$ cat config.mk
export PLATFORM = sky130hd
export DESIGN_NAME = matrix3_adjugate_determinant
export DESIGN_NICKNAME = d
export VERILOG_FILES = /design/src/rtl/mad_pkg.sv /design/src/rtl/mad_front.sv /design/src/rtl/mad_fifo.sv /design/src/rtl/mad_back.sv /design/src/rtl/matrix3_adjugate_determinant.sv
export VERILOG_INCLUDE_DIRS = /design/src /design/src/rtl
export SDC_FILE = /design/constraint.sdc
export NUM_CORES = 2
export LEC_CHECK = 0
export BUFFER_PORTS_ARGS = -buffer_cell sky130_fd_sc_hd__buf_2
export CAP_MARGIN = 10
export CELL_PAD_IN_SITES_DETAIL_PLACEMENT = 1
export CELL_PAD_IN_SITES_GLOBAL_PLACEMENT = 1
export CORE_MARGIN = 8
export CORE_UTILIZATION = 45
export DETAILED_ROUTE_END_ITERATION = 10
export HOLD_SLACK_MARGIN = 0.1
export PLACE_DENSITY = 0.76
export SLEW_MARGIN = 30
export SYNTH_ARGS = -nofsm -noshare
export SYNTH_HDL_FRONTEND = slang
export SYNTH_SLANG_ARGS = --single-unit
export TNS_END_PERCENT = 10
$ cat constraint.sdc
create_clock -name clk -period 11.8 [get_ports clk]
set_clock_uncertainty 0.1 [all_clocks]
set_input_delay 0 -clock clk [delete_from_list [all_inputs] [get_ports clk]]
set_output_delay 0 -clock clk [all_outputs]
set_load 0.05 [all_outputs]
$ cat src/rtl/matrix3_adjugate_determinant_macros.svh
// ---------------------------------------------------------------------------
// matrix3 adjugate determinant assertion macros
// shared concurrent assertion forms, clocked on clk and disabled in reset
// ---------------------------------------------------------------------------
`ifndef MATRIX3_ADJUGATE_DETERMINANT_MACROS_SVH
`define MATRIX3_ADJUGATE_DETERMINANT_MACROS_SVH

// same-cycle implication
`define MAD_ASSERT_NOW(label, cond, prop) \
    label: assert property (@(posedge clk) disable iff (!rst_n) (cond) |-> (prop)) \
        else $error("assertion failed");

// next-cycle implication
`define MAD_ASSERT_NEXT(label, cond, prop) \
    label: assert property (@(posedge clk) disable iff (!rst_n) (cond) |=> (prop)) \
        else $error("assertion failed");

`endif

$ cat src/rtl/mad_pkg.sv
// ---------------------------------------------------------------------------
// mad_pkg
// widths, matrix type, cofactor operand tables and back-end states
// ---------------------------------------------------------------------------
package mad_pkg;

    localparam int IN_BITS     = 16;
    localparam int ELEM_BITS   = 16;
    localparam int ADJ_BITS    = 2 * ELEM_BITS + 1;
    localparam int DET_BITS    = 3 * ELEM_BITS + 1;
    localparam int N_ENTRIES   = 9;
    localparam int IDX_BITS    = $clog2(N_ENTRIES);
    localparam int MINOR_STEPS = 2 * N_ENTRIES;
    localparam int LAST_STEP   = MINOR_STEPS + 2;
    localparam int STEP_BITS   = $clog2(LAST_STEP + 1);
    localparam int FIFO_DEPTH  = 2;
    localparam int PTR_BITS    = $clog2(FIFO_DEPTH);
    localparam int CNT_BITS    = $clog2(FIFO_DEPTH + 1);

    localparam logic [IDX_BITS-1:0]  LAST_POS   = IDX_BITS'(N_ENTRIES - 1);
    localparam logic [STEP_BITS-1:0] STEP_DET   = STEP_BITS'(MINOR_STEPS);
    localparam logic [STEP_BITS-1:0] STEP_LAST  = STEP_BITS'(LAST_STEP);

    typedef logic [N_ENTRIES-1:0][ELEM_BITS-1:0] matrix_t;

    typedef enum logic [1:0] {
        BK_IDLE,
        BK_MUL,
        BK_ACC,
        BK_EMIT
    } back_state_t;

    // first operand position: even steps give p, odd steps give q of a minor,
    // the last three steps walk the first row for the determinant
    function automatic logic [IDX_BITS-1:0] opa_pos(input logic [STEP_BITS-1:0] step);
        logic [IDX_BITS-1:0] pos;
        case (step)
            STEP_BITS'(0):  pos = IDX_BITS'(4);
            STEP_BITS'(1):  pos = IDX_BITS'(5);
            STEP_BITS'(2):  pos = IDX_BITS'(1);
            STEP_BITS'(3):  pos = IDX_BITS'(2);
            STEP_BITS'(4):  pos = IDX_BITS'(1);
            STEP_BITS'(5):  pos = IDX_BITS'(2);
            STEP_BITS'(6):  pos = IDX_BITS'(3);
            STEP_BITS'(7):  pos = IDX_BITS'(5);
            STEP_BITS'(8):  pos = IDX_BITS'(0);
            STEP_BITS'(9):  pos = IDX_BITS'(2);
            STEP_BITS'(10): pos = IDX_BITS'(0);
            STEP_BITS'(11): pos = IDX_BITS'(2);
            STEP_BITS'(12): pos = IDX_BITS'(3);
            STEP_BITS'(13): pos = IDX_BITS'(4);
            STEP_BITS'(14): pos = IDX_BITS'(0);
            STEP_BITS'(15): pos = IDX_BITS'(1);
            STEP_BITS'(16): pos = IDX_BITS'(0);
            STEP_BITS'(17): pos = IDX_BITS'(1);
            STEP_BITS'(18): pos = IDX_BITS'(0);
            STEP_BITS'(19): pos = IDX_BITS'(1);
            STEP_BITS'(20): pos = IDX_BITS'(2);
            default:        pos = IDX_BITS'(0);
        endcase
        return pos;
    endfunction

    function automatic logic [IDX_BITS-1:0] opb_pos(input logic [STEP_BITS-1:0] step);
        logic [IDX_BITS-1:0] pos;
        case (step)
            STEP_BITS'(0):  pos = IDX_BITS'(8);
            STEP_BITS'(1):  pos = IDX_BITS'(7);
            STEP_BITS'(2):  pos = IDX_BITS'(8);
            STEP_BITS'(3):  pos = IDX_BITS'(7);
            STEP_BITS'(4):  pos = IDX_BITS'(5);
            STEP_BITS'(5):  pos = IDX_BITS'(4);
            STEP_BITS'(6):  pos = IDX_BITS'(8);
            STEP_BITS'(7):  pos = IDX_BITS'(6);
            STEP_BITS'(8):  pos = IDX_BITS'(8);
            STEP_BITS'(9):  pos = IDX_BITS'(6);
            STEP_BITS'(10): pos = IDX_BITS'(5);
            STEP_BITS'(11): pos = IDX_BITS'(3);
            STEP_BITS'(12): pos = IDX_BITS'(7);
            STEP_BITS'(13): pos = IDX_BITS'(6);
            STEP_BITS'(14): pos = IDX_BITS'(7);
            STEP_BITS'(15): pos = IDX_BITS'(6);
            STEP_BITS'(16): pos = IDX_BITS'(4);
            STEP_BITS'(17): pos = IDX_BITS'(3);
            default:        pos = IDX_BITS'(0);
        endcase
        return pos;
    endfunction

endpackage

$ cat src/rtl/mad_front.sv
// ---------------------------------------------------------------------------
// mad_front
// loads elements row-major and hands each complete matrix to the queue
// ---------------------------------------------------------------------------
module mad_front
    import mad_pkg::*;
(
    input  logic                clk,
    input  logic                rst_n,
    input  logic                elem_valid,
    output logic                elem_ready,
    input  logic [IN_BITS-1:0]  element,
    input  logic                first,
    output logic                push_valid,
    input  logic                push_ready,
    output matrix_t             push_data
);

    matrix_t             mat_reg;
    logic [IDX_BITS-1:0] count_reg;
    logic [IDX_BITS-1:0] count_next;
    logic [IDX_BITS-1:0] pos;
    logic                accept;

    assign pos        = first ? '0 : count_reg;
    assign elem_ready = push_ready || (pos != LAST_POS);
    assign push_valid = elem_valid && (pos == LAST_POS);
    assign accept     = elem_valid && elem_ready;

    always_comb
    begin
        push_data = mat_reg;
        push_data[pos] = element[ELEM_BITS-1:0];
    end

    always_comb
    begin
        count_next = count_reg;
        if (accept)
        begin
            count_next = (pos == LAST_POS) ? '0 : pos + IDX_BITS'(1);
        end
    end

    always_ff @(posedge clk or negedge rst_n)
    begin
        if (!rst_n)
        begin
            count_reg <= '0;
        end
        else
        begin
            count_reg <= count_next;
        end
    end

    always_ff @(posedge clk)
    begin
        if (accept)
        begin
            mat_reg[pos] <= element[ELEM_BITS-1:0];
        end
    end

endmodule

$ cat src/rtl/mad_fifo.sv
// ---------------------------------------------------------------------------
// mad_fifo
// short matrix queue between the loader and the cofactor engine
// ---------------------------------------------------------------------------
module mad_fifo
    import mad_pkg::*;
(
    input  logic    clk,
    input  logic    rst_n,
    input  logic    push_valid,
    output logic    push_ready,
    input  matrix_t push_data,
    output logic    pop_valid,
    input  logic    pop_ready,
    output matrix_t pop_data
);

    matrix_t             mem [FIFO_DEPTH];
    logic [PTR_BITS-1:0] wr_ptr_reg;
    logic [PTR_BITS-1:0] rd_ptr_reg;
    logic [CNT_BITS-1:0] count_reg;
    logic                do_push;
    logic                do_pop;

    assign push_ready = (count_reg != CNT_BITS'(FIFO_DEPTH));
    assign pop_valid  = (count_reg != '0);
    assign do_push    = push_valid && push_ready;
    assign do_pop     = pop_valid && pop_ready;
    assign pop_data   = mem[rd_ptr_reg];

    always_ff @(posedge clk or negedge rst_n)
    begin
        if (!rst_n)
        begin
            wr_ptr_reg <= '0;
            rd_ptr_reg <= '0;
            count_reg  <= '0;
        end
        else
        begin
            if (do_push)
            begin
                wr_ptr_reg <= (wr_ptr_reg == PTR_BITS'(FIFO_DEPTH - 1)) ? '0
                              : wr_ptr_reg + PTR_BITS'(1);
            end
            if (do_pop)
            begin
                rd_ptr_reg <= (rd_ptr_reg == PTR_BITS'(FIFO_DEPTH - 1)) ? '0
                              : rd_ptr_reg + PTR_BITS'(1);
            end
            if (do_push && !do_pop)
            begin
                count_reg <= count_reg + CNT_BITS'(1);
            end
            else if (do_pop && !do_push)
            begin
                count_reg <= count_reg - CNT_BITS'(1);
            end
        end
    end

    always_ff @(posedge clk)
    begin
        if (do_push)
        begin
            mem[wr_ptr_reg] <= push_data;
        end
    end

endmodule

$ cat src/rtl/mad_back.sv
// ---------------------------------------------------------------------------
// mad_back
// cofactors and determinant on one shared multiplier, then emits nine entries
// ---------------------------------------------------------------------------
module mad_back
    import mad_pkg::*;
(
    input  logic                       clk,
    input  logic                       rst_n,
    input  logic                       pop_valid,
    output logic                       pop_ready,
    input  matrix_t                    pop_data,
    output logic                       adj_valid,
    input  logic                       adj_ready,
    output logic signed [ADJ_BITS-1:0] adj_entry,
    output logic [IDX_BITS-1:0]        entry_index,
    output logic signed [DET_BITS-1:0] det_value,
    output logic                       last
);

    `include "matrix3_adjugate_determinant_macros.svh"

    back_state_t                state_reg;
    back_state_t                state_next;
    matrix_t                    mat_reg;
    logic [STEP_BITS-1:0]       step_reg;
    logic [STEP_BITS-1:0]       pstep_reg;
    logic                       pvalid_reg;
    logic signed [DET_BITS-1:0] prod_reg;
    logic signed [DET_BITS-1:0] prod_next;
    logic signed [ADJ_BITS-1:0] phold_reg;
    logic signed [ADJ_BITS-1:0] adj_reg [N_ENTRIES];
    logic signed [DET_BITS-1:0] det_reg;
    logic [IDX_BITS-1:0]        out_cnt_reg;
    logic                       out_valid_reg;
    logic signed [ADJ_BITS-1:0] out_adj_reg;
    logic [IDX_BITS-1:0]        out_idx_reg;
    logic signed [DET_BITS-1:0] out_det_reg;
    logic                       out_last_reg;

    logic                       start;
    logic                       mul_en;
    logic                       emit_en;
    logic signed [ELEM_BITS-1:0] op_a;
    logic signed [ELEM_BITS-1:0] elem_b;
    logic signed [ADJ_BITS-1:0]  op_b;
    logic signed [ADJ_BITS-1:0]  prod_lo;
    logic signed [ADJ_BITS-1:0]  minor;
    logic signed [ADJ_BITS-1:0]  cofactor;

    // next state
    always_comb
    begin
        state_next = state_reg;
        unique case (state_reg)
            BK_IDLE: if (pop_valid) state_next = BK_MUL;
            BK_MUL:  if (step_reg == STEP_LAST) state_next = BK_ACC;
            BK_ACC:  state_next = BK_EMIT;
            BK_EMIT: if (emit_en && out_cnt_reg == LAST_POS) state_next = BK_IDLE;
            default: state_next = BK_IDLE;
        endcase
    end

    // state outputs
    always_comb
    begin
        pop_ready = 1'b0;
        mul_en    = 1'b0;
        emit_en   = 1'b0;
        unique case (state_reg)
            BK_IDLE: pop_ready = 1'b1;
            BK_MUL:  mul_en = 1'b1;
            BK_ACC:  ;
            BK_EMIT: emit_en = !out_valid_reg || adj_ready;
            default: ;
        endcase
    end

    assign start = pop_valid && pop_ready;

    // operand selection and the shared multiplier
    always_comb
    begin
        op_a   = mat_reg[opa_pos(step_reg)];
        elem_b = mat_reg[opb_pos(step_reg)];
        case (step_reg)
            STEP_DET:                    op_b = adj_reg[0];
            STEP_DET + STEP_BITS'(1):    op_b = adj_reg[3];
            STEP_LAST:                   op_b = adj_reg[6];
            default:                     op_b = ADJ_BITS'(elem_b);
        endcase
        prod_next = op_a * op_b;
    end

    assign prod_lo  = prod_reg[ADJ_BITS-1:0];
    assign minor    = phold_reg - prod_lo;
    assign cofactor = pstep_reg[1] ? -minor : minor;

    always_ff @(posedge clk or negedge rst_n)
    begin
        if (!rst_n)
        begin
            state_reg     <= BK_IDLE;
            step_reg      <= '0;
            pstep_reg     <= '0;
            pvalid_reg    <= 1'b0;
            out_cnt_reg   <= '0;
            out_valid_reg <= 1'b0;
        end
        else
        begin
            state_reg  <= state_next;
            pvalid_reg <= mul_en;
            pstep_reg  <= step_reg;
            if (start)
            begin
                step_reg <= '0;
            end
            else if (mul_en)
            begin
                step_reg <= step_reg + STEP_BITS'(1);
            end
            if (state_reg == BK_ACC)
            begin
                out_cnt_reg <= '0;
            end
            else if (emit_en)
            begin
                out_cnt_reg <= out_cnt_reg + IDX_BITS'(1);
            end
            if (emit_en)
            begin
                out_valid_reg <= 1'b1;
            end
            else if (adj_ready)
            begin
                out_valid_reg <= 1'b0;
            end
        end
    end

    always_ff @(posedge clk)
    begin
        if (start)
        begin
            mat_reg <= pop_data;
        end
        if (mul_en)
        begin
            prod_reg <= prod_next;
        end
        if (start)
        begin
            det_reg <= '0;
        end
        else if (pvalid_reg)
        begin
            if (pstep_reg < STEP_DET)
            begin
                if (!pstep_reg[0])
                begin
                    phold_reg <= prod_lo;
                end
                else
                begin
                    adj_reg[pstep_reg[STEP_BITS-1:1]] <= cofactor;
                end
            end
            else
            begin
                det_reg <= det_reg + prod_reg;
            end
        end
        if (emit_en)
        begin
            out_adj_reg  <= adj_reg[out_cnt_reg];
            out_idx_reg  <= out_cnt_reg;
            out_det_reg  <= det_reg;
            out_last_reg <= (out_cnt_reg == LAST_POS);
        end
    end

    assign adj_valid   = out_valid_reg;
    assign adj_entry   = out_adj_reg;
    assign entry_index = out_idx_reg;
    assign det_value   = out_det_reg;
    assign last        = out_last_reg;

    `MAD_ASSERT_NOW(a_step_range, state_reg == BK_MUL, step_reg <= STEP_LAST)
    `MAD_ASSERT_NOW(a_emit_range, state_reg == BK_EMIT, out_cnt_reg <= LAST_POS)
    `MAD_ASSERT_NEXT(a_emit_done, emit_en && out_cnt_reg == LAST_POS, state_reg == BK_IDLE)
    `MAD_ASSERT_NOW(a_no_pop_busy, state_reg != BK_IDLE, !pop_ready)

endmodule

$ cat src/rtl/matrix3_adjugate_determinant.sv
// after the ninth element is taken, the matrix passes the queue, the multiply steps and the
// accumulate state, then the first adjugate entry is registered; the other eight follow one
// per cycle when the output is not stalled. 21 products per matrix share the single multiplier.
// a new matrix is taken only after all nine issue, while a two-deep queue lets loading run ahead
// reset: load count, queue and engine control clear, a partial load is dropped
// ---------------------------------------------------------------------------
// matrix3_adjugate_determinant
// 3x3 adjugate and determinant unit, one element per request, nine results per matrix
// ---------------------------------------------------------------------------
module matrix3_adjugate_determinant
    import mad_pkg::*;
(
    input  logic                       clk,
    input  logic                       rst_n,
    input  logic                       elem_valid,
    output logic                       elem_ready,
    input  logic signed [IN_BITS-1:0]  element,
    input  logic                       first,
    output logic                       adj_valid,
    input  logic                       adj_ready,
    output logic signed [ADJ_BITS-1:0] adj_entry,
    output logic [IDX_BITS-1:0]        entry_index,
    output logic signed [DET_BITS-1:0] det_value,
    output logic                       last
);

    logic    push_valid;
    logic    push_ready;
    matrix_t push_data;
    logic    pop_valid;
    logic    pop_ready;
    matrix_t pop_data;

    mad_front u_front (
        .clk        (clk),
        .rst_n      (rst_n),
        .elem_valid (elem_valid),
        .elem_ready (elem_ready),
        .element    (element),
        .first      (first),
        .push_valid (push_valid),
        .push_ready (push_ready),
        .push_data  (push_data)
    );

    mad_fifo u_fifo (
        .clk        (clk),
        .rst_n      (rst_n),
        .push_valid (push_valid),
        .push_ready (push_ready),
        .push_data  (push_data),
        .pop_valid  (pop_valid),
        .pop_ready  (pop_ready),
        .pop_data   (pop_data)
    );

    mad_back u_back (
        .clk         (clk),
        .rst_n       (rst_n),
        .pop_valid   (pop_valid),
        .pop_ready   (pop_ready),
        .pop_data    (pop_data),
        .adj_valid   (adj_valid),
        .adj_ready   (adj_ready),
        .adj_entry   (adj_entry),
        .entry_index (entry_index),
        .det_value   (det_value),
        .last        (last)
    );

endmodule
==> results.md <==
* Status: complete, no violations
* F_max at 92.3 MHz
* Multi-input gate area in the final layout at 30500 um2
* Vias per cell at 5.73
* Rows at 141
* Worst Path Max Fanout at 12
* Nets@finish at 6176
* Cells after Synth at 5316
* Kind of critical path: reg2reg
* Syn nets at 6054
* Vias in the first global route at 46825
* FF/Latch Area at 32900 um2
* Worst setup EP type: flop
* CTS buffer count at 117
* Period Utilization, post-route at 91.9%
* Core area at 147000 um2
* HPWL after detailed placement at 134000 um
* Layout cells sized above 1 at 15.5%
* Warning count from the yosys run at 0
* DRC errors left at 0
* Mapped cell area at 66400 um2
* TritonCTS clock tree: yes
* Initial Utilization at 45.2%
* Fillcell total at 15048
* Drt first pass iters at 6
* Synth cell types at 84
* Per-cell routed wire length at 25.5 um
* Port Buffers at 109
* Initial antenna violation count at 5
* All-Layer GR Usage at 23.2%
* Syn_area_per_cell at 12.5 um2
* Die ar. at 160000 um2
* Hold WC Path Type: in2async
* Width of the die at 400 um
* Slew @ Worst Pin at 1.13 ns
* Clk Latency, worst-skew pair at 0.79 ns
* Gr ovfl total at 0
* CP Buf/Inv Count at 5
* Ys async rst share at 2.33%
* H-tree levels at 3
* Post-Route WL at 190000 um
* Total number of vias at 42810
* First-pass GRT wire length at 289000 um
* CP dominant cell by count: fa_1
* Final TNS setup at 0 ns
* Die Height at 400 um
* Largest register FFs at 297
* Clk slew on worst S/H paths at 0.06 ns
* CP startpoint kind: flop
* CP max-delay cell: a41oi_1
* DR iter-0 viols at 3659
* Final setup fails at 0
* P&R area growth vs syn at 11.1%
* Fin. max-slew vios at 0
* Crit path DAT at 11.23 ns
* Final hold viol count at 0
* Post-synth EDFFs at 1042
* Largest net degree at the start of global routing at 145
* Min cycle time layout at 10.84 ns
* Seq/Total Area, Yosys at 49.5%
* Clk sinks at 1117
* CTS root buffer: clkbuf_16
* Cell family with most CP delay: compound AO/OA/AOI/OAI gates
* Max_slew headroom at 24.9%
* Seq cells post-synth at 1117
* Max-cap violations at 0
* Prevailing post-synth register cell: edfxtp_1
* I/O pin count at 110
* Critical Path RT at 12.19 ns
* Clock Path Buffers at 3
* Crit-path max cell delay at 0.74 ns
* RSZ-0062 raised after global routing: no
* Gp weighted congestion at 0.913
* Number of gates resized after cts at 0
* Post-route ant nets at 0
## final cells by class
type / instances / share of cell area (%)
timing repair buffer: 246 / 2.29
clock inverter: 61 / 0.802
tap: 1930 / 3.27
inverter: 674 / 3.45
multi-input combinational: 3282 / 41.3
sequential: 1117 / 44.6
antenna: 2 / 0.00678
clock buffer: 156 / 4.25
## logic make-up after synthesis
kind of cell / after synthesis / share of synthesized area (%)
adders and majority gates: 717 / 19.2
muxes: 421 / 8.21
xor gates and xnor gates: 169 / 2.23
AOI/OAI and AO/OA: 694 / 7.02
DFF: 1117 / 49.5
and+or+nand+nor: 1281 / 8.61
buffers and inverters: 917 / 5.22
## worst register-to-register path, delay by kind of cell (launching register included)
family | cells | cell delay, ns
buffers and inverters | 5 | 0.61
AND/OR/NAND/NOR | 5 | 1.24
flip-flops | 1 | 0.58
XOR/XNOR | 1 | 0.09
adder cells (fa/ha/maj) | 8 | 3.61
AO/OA/AOI/OAI | 14 | 4.28
## path summary, 6_finish.rpt
path	to	depth (start not counted)	slack, ns	start
max in group asynchronous	u_back.out_cnt_reg[3]	4	11.23	rst_n
hold reg to reg	u_back.det_value[47]	0	0.37	u_back.det_reg[47]
setup / recovery	u_back.prod_reg[46]	33	0.96	u_back.step_reg[0]
hold / removal	u_back.pstep_reg[2]	4	0.18	rst_n
min in group clk	u_fifo.mem[1][99]	3	0.18	element[3]
setup reg to reg	u_back.prod_reg[46]	33	0.96	u_back.step_reg[0]
## layout by cell type (no fill, tap or decap), types with 109 or more instances in the layout
cell type	instances
mux2_2	290
buf_2	109
clkbuf_16	118
fa_1	502
nor2_1	278
inv_1	672
a21oi_1	183
nand2_1	605
edfxtp_1	1042
ha_1	214
o21ai_0	121
## what timing repair did
item	in CTS	in global routing
setup endpoints to repair	0	0
setup buffers	0	0
hold endpoints to repair	566	0
hold buffers	26	0
## stage by stage
step	hold slack (ns)	cells	instance area (um2)	utilization, %	setup slack, ns
2_1_floorplan	-0.396	5316	66400	-	2.35
3_3_place_gp	-0.0458	7221	69700	47.3	1.36
3_5_place_dp	-0.0438	7222	69700	47.4	1.07
4_1_cts	0.116	7465	73700	50.1	0.994
5_1_grt	0.168	7467	73800	50.2	0.465
6_report	0.179	7468	73800	50.2	0.960
## per-layer routing
layer  routed length (um)  share of wire [%]  GRT usage, %  vias up
met2                93000                 49          39.6     1392
li1                     -                  -             -    18642
met4                 7570                4.0          8.87        4
met3                11400                6.0          3.73      350
met1                78200                 41          29.9    22422
met5                   34              0.018             0        -
## synthesized netlist by cell type (all sizes together) (62+ instances only)
cell type     n  area (um2)
a21oi       187         936
mux4         70        1580
inv         674        2530
edfxtp     1042       31300
nand2       609        2290
fa          502       10000
clkbuf      207         777
ha          215        2690
o21ai       139         707
nor2b        62         388
nor2        289        1090
xnor2       116        1020
nand3        84         420
mux2        290        3270
nand2b       69         432
Power is not shown: default switching activity piles up to over one toggle a cycle in this logic, so the estimate is an artifact.
